`config.mk`:
```
export PLATFORM = sky130hd
export DESIGN_NAME = windowed_share_rate_estimator
export DESIGN_NICKNAME = d
export VERILOG_FILES = /design/src/rtl/wsre_pkg.sv /design/src/rtl/wsre_div.sv /design/src/rtl/windowed_share_rate_estimator.sv
export SDC_FILE = /design/constraint.sdc
export NUM_CORES = 2
export LEC_CHECK = 0
export BUFFER_PORTS_ARGS = -buffer_cell sky130_fd_sc_hd__buf_4
export CAP_MARGIN = 10
export CORE_UTILIZATION = 62
export DETAILED_ROUTE_END_ITERATION = 10
export PLACE_DENSITY = 0.79
export SLEW_MARGIN = 40
export SYNTH_ARGS = -nofsm -noshare
export SYNTH_HDL_FRONTEND = slang
export SYNTH_SLANG_ARGS = --single-unit
```
`constraint.sdc`:
```
create_clock -name clk_i -period 13.05 [get_ports clk_i]
set_input_delay 1.305 -clock clk_i [delete_from_list [all_inputs] [get_ports clk_i]]
set_output_delay 1.305 -clock clk_i [all_outputs]
set_load 0.03 [all_outputs]
```
`src/rtl/wsre_pkg.sv`:
```
package wsre_pkg;

  localparam int WinDepth = 16;
  localparam int PtrW     = (WinDepth > 1) ? $clog2(WinDepth) : 1;
  localparam int CntW     = $clog2(WinDepth + 1);

  localparam int OpW    = 2;
  localparam int DiffW  = 32;
  localparam int TsW    = 63;
  localparam int RateW  = 64;
  localparam int SumW   = DiffW + PtrW;
  localparam int StepW  = $clog2(RateW);

  typedef enum logic [OpW-1:0] {
    OpAdd     = 2'd0,
    OpRefresh = 2'd1,
    OpClear   = 2'd2,
    OpNop     = 2'd3
  } op_e;

  typedef logic [PtrW-1:0] ptr_t;
  typedef logic [CntW-1:0] cnt_t;

  // Advance a ring pointer with wrap at the window depth.
  function automatic ptr_t ptr_inc(input ptr_t p);
    ptr_t r;
    if (p == ptr_t'(WinDepth - 1)) begin
      r = '0;
    end else begin
      r = p + ptr_t'(1);
    end
    return r;
  endfunction

endpackage

```
`src/rtl/wsre_div.sv`:
```
module wsre_div (
  input  logic                         clk_i,
  input  logic                         rst_ni,
  input  logic                         start_i,
  input  logic [wsre_pkg::TsW-1:0]     rem_init_i,
  input  logic [wsre_pkg::RateW-1:0]   dvd_lo_i,
  input  logic [wsre_pkg::TsW-1:0]     divisor_i,
  output logic                         done_o,
  output logic [wsre_pkg::RateW-1:0]   quot_o
);
  import wsre_pkg::*;

  // Restoring divider, one quotient bit per cycle. The low dividend bits
  // shift out of the top of dq while quotient bits shift in at the bottom.
  logic                busy_q, busy_d;
  logic                done_q, done_d;
  logic [StepW-1:0]    cnt_q, cnt_d;
  logic [TsW-1:0]      rem_q, rem_d;
  logic [RateW-1:0]    dq_q, dq_d;
  logic [TsW-1:0]      dvs_q, dvs_d;
  logic [TsW:0]        trial;
  logic                ge;

  assign trial = {rem_q, dq_q[RateW-1]};
  assign ge    = (trial >= {1'b0, dvs_q});

  always_comb begin
    busy_d = busy_q;
    done_d = 1'b0;
    cnt_d  = cnt_q;
    rem_d  = rem_q;
    dq_d   = dq_q;
    dvs_d  = dvs_q;
    if (start_i) begin
      busy_d = 1'b1;
      cnt_d  = '0;
      rem_d  = rem_init_i;
      dq_d   = dvd_lo_i;
      dvs_d  = divisor_i;
    end else if (busy_q) begin
      if (ge) begin
        rem_d = TsW'(trial - {1'b0, dvs_q});
      end else begin
        rem_d = trial[TsW-1:0];
      end
      dq_d  = {dq_q[RateW-2:0], ge};
      cnt_d = cnt_q + StepW'(1);
      if (cnt_q == StepW'(RateW - 1)) begin
        busy_d = 1'b0;
        done_d = 1'b1;
      end
    end
  end

  always_ff @(posedge clk_i or negedge rst_ni) begin
    if (!rst_ni) begin
      busy_q <= 1'b0;
      done_q <= 1'b0;
      cnt_q  <= '0;
    end else begin
      busy_q <= busy_d;
      done_q <= done_d;
      cnt_q  <= cnt_d;
    end
  end

  always_ff @(posedge clk_i) begin
    rem_q <= rem_d;
    dq_q  <= dq_d;
    dvs_q <= dvs_d;
  end

  assign done_o = done_q;
  assign quot_o = dq_q;

endmodule

```
`src/rtl/windowed_share_rate_estimator.sv`:
```
// Windowed share rate estimator.
// Input channel (in_valid_i/in_ready_o) carries one command per transfer:
// add a share sample, refresh the estimate, clear history, or no-op. Every
// accepted command yields exactly one result transfer on the output channel
// (out_valid_o/out_ready_i): the held rate in MH/s and a clamp flag.
// Add and refresh run a full estimate: the ring is walked one slot a cycle
// through the sample memories (one read port, registered data), taking the
// oldest sample's timestamp and summing the difficulties of the others, then
// a bit-serial divider forms sum*2^32 / elapsed microseconds at one quotient
// bit per cycle. The 64-step divider dominates an estimate's run time.
// Clear, no-op, ignored adds and estimates with fewer than two samples go
// straight to the done step, which loads the output register; in_ready_o
// returns together with the result.
// One command is in flight at a time; in_ready_o is high whenever the block
// is idle, even while the previous result still waits in the output
// register. If the receiver stalls, the result holds and the next command
// waits in its final step until the output register frees up.
// Reset clears pointer, fill count and held rate; sample memories need no
// clearing since only slots written since the last clear are ever read.
module windowed_share_rate_estimator (
  input  logic                          clk_i,
  input  logic                          rst_ni,
  input  logic                          in_valid_i,
  output logic                          in_ready_o,
  input  logic [wsre_pkg::OpW-1:0]      operation_i,
  input  logic                          observation_active_i,
  input  logic [wsre_pkg::DiffW-1:0]    share_difficulty_i,
  input  logic [wsre_pkg::TsW-1:0]      now_us_i,
  output logic                          out_valid_o,
  input  logic                          out_ready_i,
  output logic [wsre_pkg::RateW-1:0]    rate_mhs_o,
  output logic                          rate_saturated_o
);
  import wsre_pkg::*;

  localparam logic [2:0] StIdle  = 3'd0;
  localparam logic [2:0] StSum   = 3'd1;
  localparam logic [2:0] StCheck = 3'd2;
  localparam logic [2:0] StDiv   = 3'd3;
  localparam logic [2:0] StDone  = 3'd4;

  // Sample memories: one write and one read port each, read data registered.
  logic [DiffW-1:0] diff_mem [WinDepth];
  logic [TsW-1:0]   ts_mem   [WinDepth];
  logic [DiffW-1:0] diff_rd_q;
  logic [TsW-1:0]   ts_rd_q;

  logic [2:0]       state_q, state_d;
  ptr_t             wp_q, wp_d;
  cnt_t             fill_q, fill_d;
  ptr_t             addr_q, addr_d;
  cnt_t             rd_cnt_q, rd_cnt_d;
  logic             rd_vld_q, rd_vld_d;
  logic             rd_first_q, rd_first_d;
  logic [SumW-1:0]  sum_q, sum_d;
  logic [TsW-1:0]   oldest_q, oldest_d;
  logic [TsW-1:0]   now_q, now_d;
  logic [RateW-1:0] last_q, last_d;
  logic             sat_q, sat_d;
  logic             out_vld_q, out_vld_d;
  logic [RateW-1:0] out_rate_q;
  logic             out_sat_q;
  logic             out_load;

  logic             accept;
  logic             add_ok;
  op_e              op;
  ptr_t             wp_c;
  cnt_t             fill_c;
  logic             rd_en;
  logic [TsW-1:0]   dur;
  logic [TsW-1:0]   sum_hi;
  logic             div_start;
  logic             div_done;
  logic [RateW-1:0] div_quot;

  assign in_ready_o = (state_q == StIdle);
  assign accept     = in_valid_i && in_ready_o;
  assign op         = op_e'(operation_i);
  assign add_ok     = (op == OpAdd) && observation_active_i &&
                      (share_difficulty_i != '0);

  // Pointer and fill after an add, used to start the estimate.
  always_comb begin
    wp_c   = wp_q;
    fill_c = fill_q;
    if (add_ok) begin
      wp_c = ptr_inc(wp_q);
      if (fill_q != cnt_t'(WinDepth)) begin
        fill_c = fill_q + cnt_t'(1);
      end
    end
  end

  assign rd_en  = (state_q == StSum) && (rd_cnt_q != fill_q);
  assign dur    = now_q - oldest_q;
  assign sum_hi = TsW'(sum_q[SumW-1:DiffW]);

  always_comb begin
    state_d    = state_q;
    wp_d       = wp_q;
    fill_d     = fill_q;
    addr_d     = addr_q;
    rd_cnt_d   = rd_cnt_q;
    rd_vld_d   = 1'b0;
    rd_first_d = rd_first_q;
    sum_d      = sum_q;
    oldest_d   = oldest_q;
    now_d      = now_q;
    last_d     = last_q;
    sat_d      = sat_q;
    div_start  = 1'b0;
    out_load   = 1'b0;

    unique case (state_q)
      StIdle: begin
        if (accept) begin
          state_d = StDone;
          now_d   = now_us_i;
          if ((op == OpClear) || ((op == OpRefresh) && !observation_active_i)) begin
            wp_d   = '0;
            fill_d = '0;
            last_d = '0;
            sat_d  = 1'b0;
          end else if (add_ok || (op == OpRefresh)) begin
            wp_d   = wp_c;
            fill_d = fill_c;
            last_d = '0;
            sat_d  = 1'b0;
            if (fill_c >= cnt_t'(2)) begin
              // Oldest sample: slot 0 until the ring is full, then the pointer.
              addr_d   = (fill_c == cnt_t'(WinDepth)) ? wp_c : '0;
              rd_cnt_d = '0;
              sum_d    = '0;
              state_d  = StSum;
            end
          end
        end
      end
      StSum: begin
        if (rd_en) begin
          addr_d     = ptr_inc(addr_q);
          rd_cnt_d   = rd_cnt_q + cnt_t'(1);
          rd_vld_d   = 1'b1;
          rd_first_d = (rd_cnt_q == '0);
        end
        if (rd_vld_q) begin
          if (rd_first_q) begin
            oldest_d = ts_rd_q;
          end else begin
            sum_d = sum_q + SumW'(diff_rd_q);
          end
        end
        if (!rd_en && !rd_vld_q) begin
          state_d = StCheck;
        end
      end
      StCheck: begin
        if ((oldest_q == '0) || (now_q <= oldest_q)) begin
          state_d = StDone;
        end else if (sum_hi >= dur) begin
          // Quotient needs more than 64 bits: clamp.
          last_d  = '1;
          sat_d   = 1'b1;
          state_d = StDone;
        end else begin
          div_start = 1'b1;
          state_d   = StDiv;
        end
      end
      StDiv: begin
        if (div_done) begin
          last_d  = div_quot;
          state_d = StDone;
        end
      end
      StDone: begin
        if (!out_vld_q || out_ready_i) begin
          out_load = 1'b1;
          state_d  = StIdle;
        end
      end
      default: begin
        state_d = StIdle;
      end
    endcase
  end

  always_comb begin
    out_vld_d = out_vld_q;
    if (out_load) begin
      out_vld_d = 1'b1;
    end else if (out_ready_i) begin
      out_vld_d = 1'b0;
    end
  end

  wsre_div u_div (
    .clk_i      (clk_i),
    .rst_ni     (rst_ni),
    .start_i    (div_start),
    .rem_init_i (sum_hi),
    .dvd_lo_i   ({sum_q[DiffW-1:0], {(RateW - DiffW){1'b0}}}),
    .divisor_i  (dur),
    .done_o     (div_done),
    .quot_o     (div_quot)
  );

  // Memory write on an accepted add, read while walking the window.
  always_ff @(posedge clk_i) begin
    if (accept && add_ok) begin
      diff_mem[wp_q] <= share_difficulty_i;
      ts_mem[wp_q]   <= now_us_i;
    end
    if (rd_en) begin
      diff_rd_q <= diff_mem[addr_q];
      ts_rd_q   <= ts_mem[addr_q];
    end
  end

  always_ff @(posedge clk_i or negedge rst_ni) begin
    if (!rst_ni) begin
      state_q   <= StIdle;
      wp_q      <= '0;
      fill_q    <= '0;
      rd_cnt_q  <= '0;
      rd_vld_q  <= 1'b0;
      last_q    <= '0;
      sat_q     <= 1'b0;
      out_vld_q <= 1'b0;
    end else begin
      state_q   <= state_d;
      wp_q      <= wp_d;
      fill_q    <= fill_d;
      rd_cnt_q  <= rd_cnt_d;
      rd_vld_q  <= rd_vld_d;
      last_q    <= last_d;
      sat_q     <= sat_d;
      out_vld_q <= out_vld_d;
    end
  end

  always_ff @(posedge clk_i) begin
    addr_q     <= addr_d;
    rd_first_q <= rd_first_d;
    sum_q      <= sum_d;
    oldest_q   <= oldest_d;
    now_q      <= now_d;
    if (out_load) begin
      out_rate_q <= last_d;
      out_sat_q  <= sat_d;
    end
  end

  assign out_valid_o      = out_vld_q;
  assign rate_mhs_o       = out_rate_q;
  assign rate_saturated_o = out_sat_q;

endmodule

```
==> impl_metrics.py <==
metrics = {
    "routing": {
        "viasPerCell": 6.60,
        "drc": 30,
        "post_drt_wl_per_cell_um": 27.3,
        "ant_nets": 0,
        "wl_um": 224000,
        "dr.pass1.iters": 11,
        "via_count": 54100,
        "drtIter0Drc": 6989,
    },
    "final_layout": {
        "multi_input_area_um2": 25800,
        "stdcell_count": 8202,
        "area_delta_synth_final_pct": 11.6,
        "area.sequential_um2": 62600,
        "drive_gt1_share_pct": 14.5,
        "fin_nets": 6398,
        "fill_cells": 8993,
    },
    "yosys": {
        "synthCells": 5953,
        "syn_avg_cell_area_um2": 15.1,
        "synth.most_common_cell": "edfxtp_1",
        "synthTopCellsByArea": "edfxtp_1 (65%), mux4_2 (4.8%), mux2i_1 (3.7%)",
        "syn_nets": 6230,
        "syn_area_um2": 90000,
        "yosys-top-cells-count": "edfxtp_1 (1,946), nand2_1 (430), o21ai_0 (411)",
        "synth_top_area_share_pct": 64.9,
        "async_flop_share_pct": 4.32,
        "ys.warnings.count": 0,
        "synth_edf_count": 1946,
        "yosysSeqAreaShare_pct": 69.5,
        "synthFlopType": "edfxtp_1",
        "synth-seq-cells": 2129,
        "synth_cell_types": 93,
        "yosysTopAreaCell": "edfxtp_1",
    },
    "timing": {
        "finalCritPeriodShare_pct": 43.6,
        "finalCriticalPeriod_ps": 5690,
        "setup_tns_ps": 0,
        "finClkSkew_ps": 25.7,
        "rsz0062_at_grt": "false",
        "worst_pin_slew_ps": 989,
        "setup_viol": 0,
        "hold_violations": 0,
        "slew_violations": 0,
        "fmax_ghz": 0.176,
        "worst_slack_ps": 7360,
        "slew-limit-headroom_pct": 34.0,
    },
    "floorplan": {
        "fp.coreArea_um2": 144000,
        "placementRows": 139,
        "initial_core_util_pct": 62.6,
        "ioPinCount": 169,
        "die_y_um": 383,
        "die_width_um": 383,
        "dieArea_um2": 147000,
    },
    "power": {
        "peakVddDrop_mv": 0.136,
        "leakagePower_nw": 35.0,
        "p_per_area_nw_per_um2": 193,
    },
    "outcome": {
        "violations": "design-rule violations",
        "status": "finished with violations",
    },
    "worst_setup_path": {
        "timing.rr.start": "now_q[20]",
        "r2r.worst_path.cells": 15,
        "slowest_delay_ps": 590,
        "timing.rr.end": "u_div.rem_q[2]",
        "critPathRequiredTime_ps": 13630,
        "worstSetupStartpointType": "flop",
        "path_class": "flop to flop",
        "crit_fanout": 94,
        "arrival_ps": 6270,
        "crit_path_cell_trace": "ha_1 > nand2_1 > o21ai_0 > nor2_1 > and4b_1 > a211o_1 > o21ai_2 > a21oi_1 > o41ai_2 > a211o_1 > nand4_1 > nor2b_4 > buf_16 > clkbuf_8 > mux2_4",
        "cp-end-kind": "flop",
        "path_common_cell": "a211o_1",
        "cp_slowest_cell": "clkbuf_8",
        "rrSetupSlack_ps": 7360,
    },
    "place": {
        "post-place-ws_ps": 7170,
        "gp_congestion": 0.991,
        "dp_cells": 7819,
        "portBuffers": 168,
        "dpl.hpwl_um": 128000,
    },
    "clocking": {
        "cts.sinks": 2129,
        "cts_hold_buf": 0,
        "post-cts-setup-buffers": 0,
        "insertion_delay_ps": 850,
        "cts_buffer_depth": 3,
        "numCtsBuffers": 202,
        "ctsResizeCount": 0,
        "htree_levels": 4,
        "cts_tree": "built",
        "cts_root_buffer": "clkbuf_16",
        "clk_pin_slew_ps": 60,
    },
    "grt": {
        "antenna_found_initial": 22,
        "overflow": 0,
        "grt_max_degree": 149,
        "grt_pass1_wl_um": 331000,
        "grt_pass1_vias": 52400,
        "track_usage_pct": 30.4,
    },
    "job": {
        "drv_cap": 0,
    },
    "hold_path": {
        "hold_class": "primary input to asynchronous set/reset pin",
    },
}
## worst max-delay path by stage
stage,startpoint,end,cells after the start
final,now_q[20],u_div.rem_q[2],15
after global routing,oldest_q[20],u_div.rem_q[2],16
after CTS,now_q[20],u_div.rem_q[2],15
after detailed placement,share_difficulty_i[31],ts_mem[6][22],9
after global placement,oldest_q[4],u_div.rem_q[1],15
after floorplan,state_q[0],diff_mem[0][0],7
## kinds of logic (layout without fill, tap and decap cells)
| logic type | Yosys count | count (layout) | share of synthesized area, % |
|---|---|---|---|
| multiplexers | 628 | 628 | 9.79 |
| flip-flops | 2129 | 2129 | 69.5 |
| XOR/XNOR | 156 | 156 | 1.52 |
| AO/OA/AOI/OAI | 1327 | 1327 | 9.36 |
| AND/OR/NAND/NOR | 1065 | 1065 | 5.31 |
| adder cells (fa/ha/maj) | 175 | 175 | 2.46 |
| other | 0 | 14 | 0 |
| buffers and inverters | 473 | 805 | 2.06 |
## routing by layer
metal / routed length, um / global-route usage [%] / vias up
met5: 98 / 0 / -
met4: 6090 / 9.49 / 14
met3: 24100 / 5.90 / 411
met2: 104000 / 46.9 / 3098
met1: 89800 / 44.2 / 27100
li1: - / - / 23500
## worst max-delay path, delay by kind of cell (launching register included)
family                   cells  cell delay [ps]
AND/OR/NAND/NOR              5             1300
flip-flops                   1              380
buffers and inverters        2              800
adder cells (fa/ha/maj)      1              440
AO/OA/AOI/OAI                6             2140
multiplexers                 1              350
## report_power, final
part           internal [mW]  leakage (nW)  switching, mW
Clock                   3.28          3.17           2.53
Sequential              8.11          19.5          0.301
Combinational           2.00          12.3           3.19
## registers in the layout, summed over array words and instances, names as in the netlist, 64 cells and up
register      count
diff_mem        512
rate_mhs_o       64
u_div.quot_o     64
last_q           64
ts_mem         1008
## placed cells by master (no fill, tap or decap), drive strengths merged, types with 76 or more instances in the layout
cell type and instances:
nand2 430, edfxtp 1946, dfxtp 91, o21ai 420, a221oi 99, xnor2 80
mux4 190, mux2 108, a22oi 97, dfrtp 92, inv 194, buf 255
mux2i 330, xor2 76, a21oi 343, ha 172, clkinv 77, clkbuf 252
nor2 317
## per-stage QoR
step / area [um2] / util, % / hold slack [ps] / power (mW)
5_1_grt: 100000 / 69.8 / 356 / 20.2
3_5_place_dp: 93800 / 65.2 / 405 / 13.6
3_3_place_gp: 93300 / 64.9 / 402 / 13.5
2_1_floorplan: 90000 / - / 400 / 12.2
6_report: 100000 / 69.8 / 353 / 19.4
4_1_cts: 100000 / 69.8 / 319 / 19.4
## final cells by class
| cell class | instances | area share (%) |
|---|---|---|
| inverters | 181 | 0.678 |
| clock inverters | 117 | 1.17 |
| repair buffers | 256 | 2.42 |
| clock buffers | 251 | 5.33 |
| diodes | 14 | 0.0349 |
| multi-input cells | 3351 | 25.7 |
| well taps | 1903 | 2.37 |
| flip-flops and latches | 2129 | 62.3 |
Note: power is estimated with default switching activity, not from simulation.
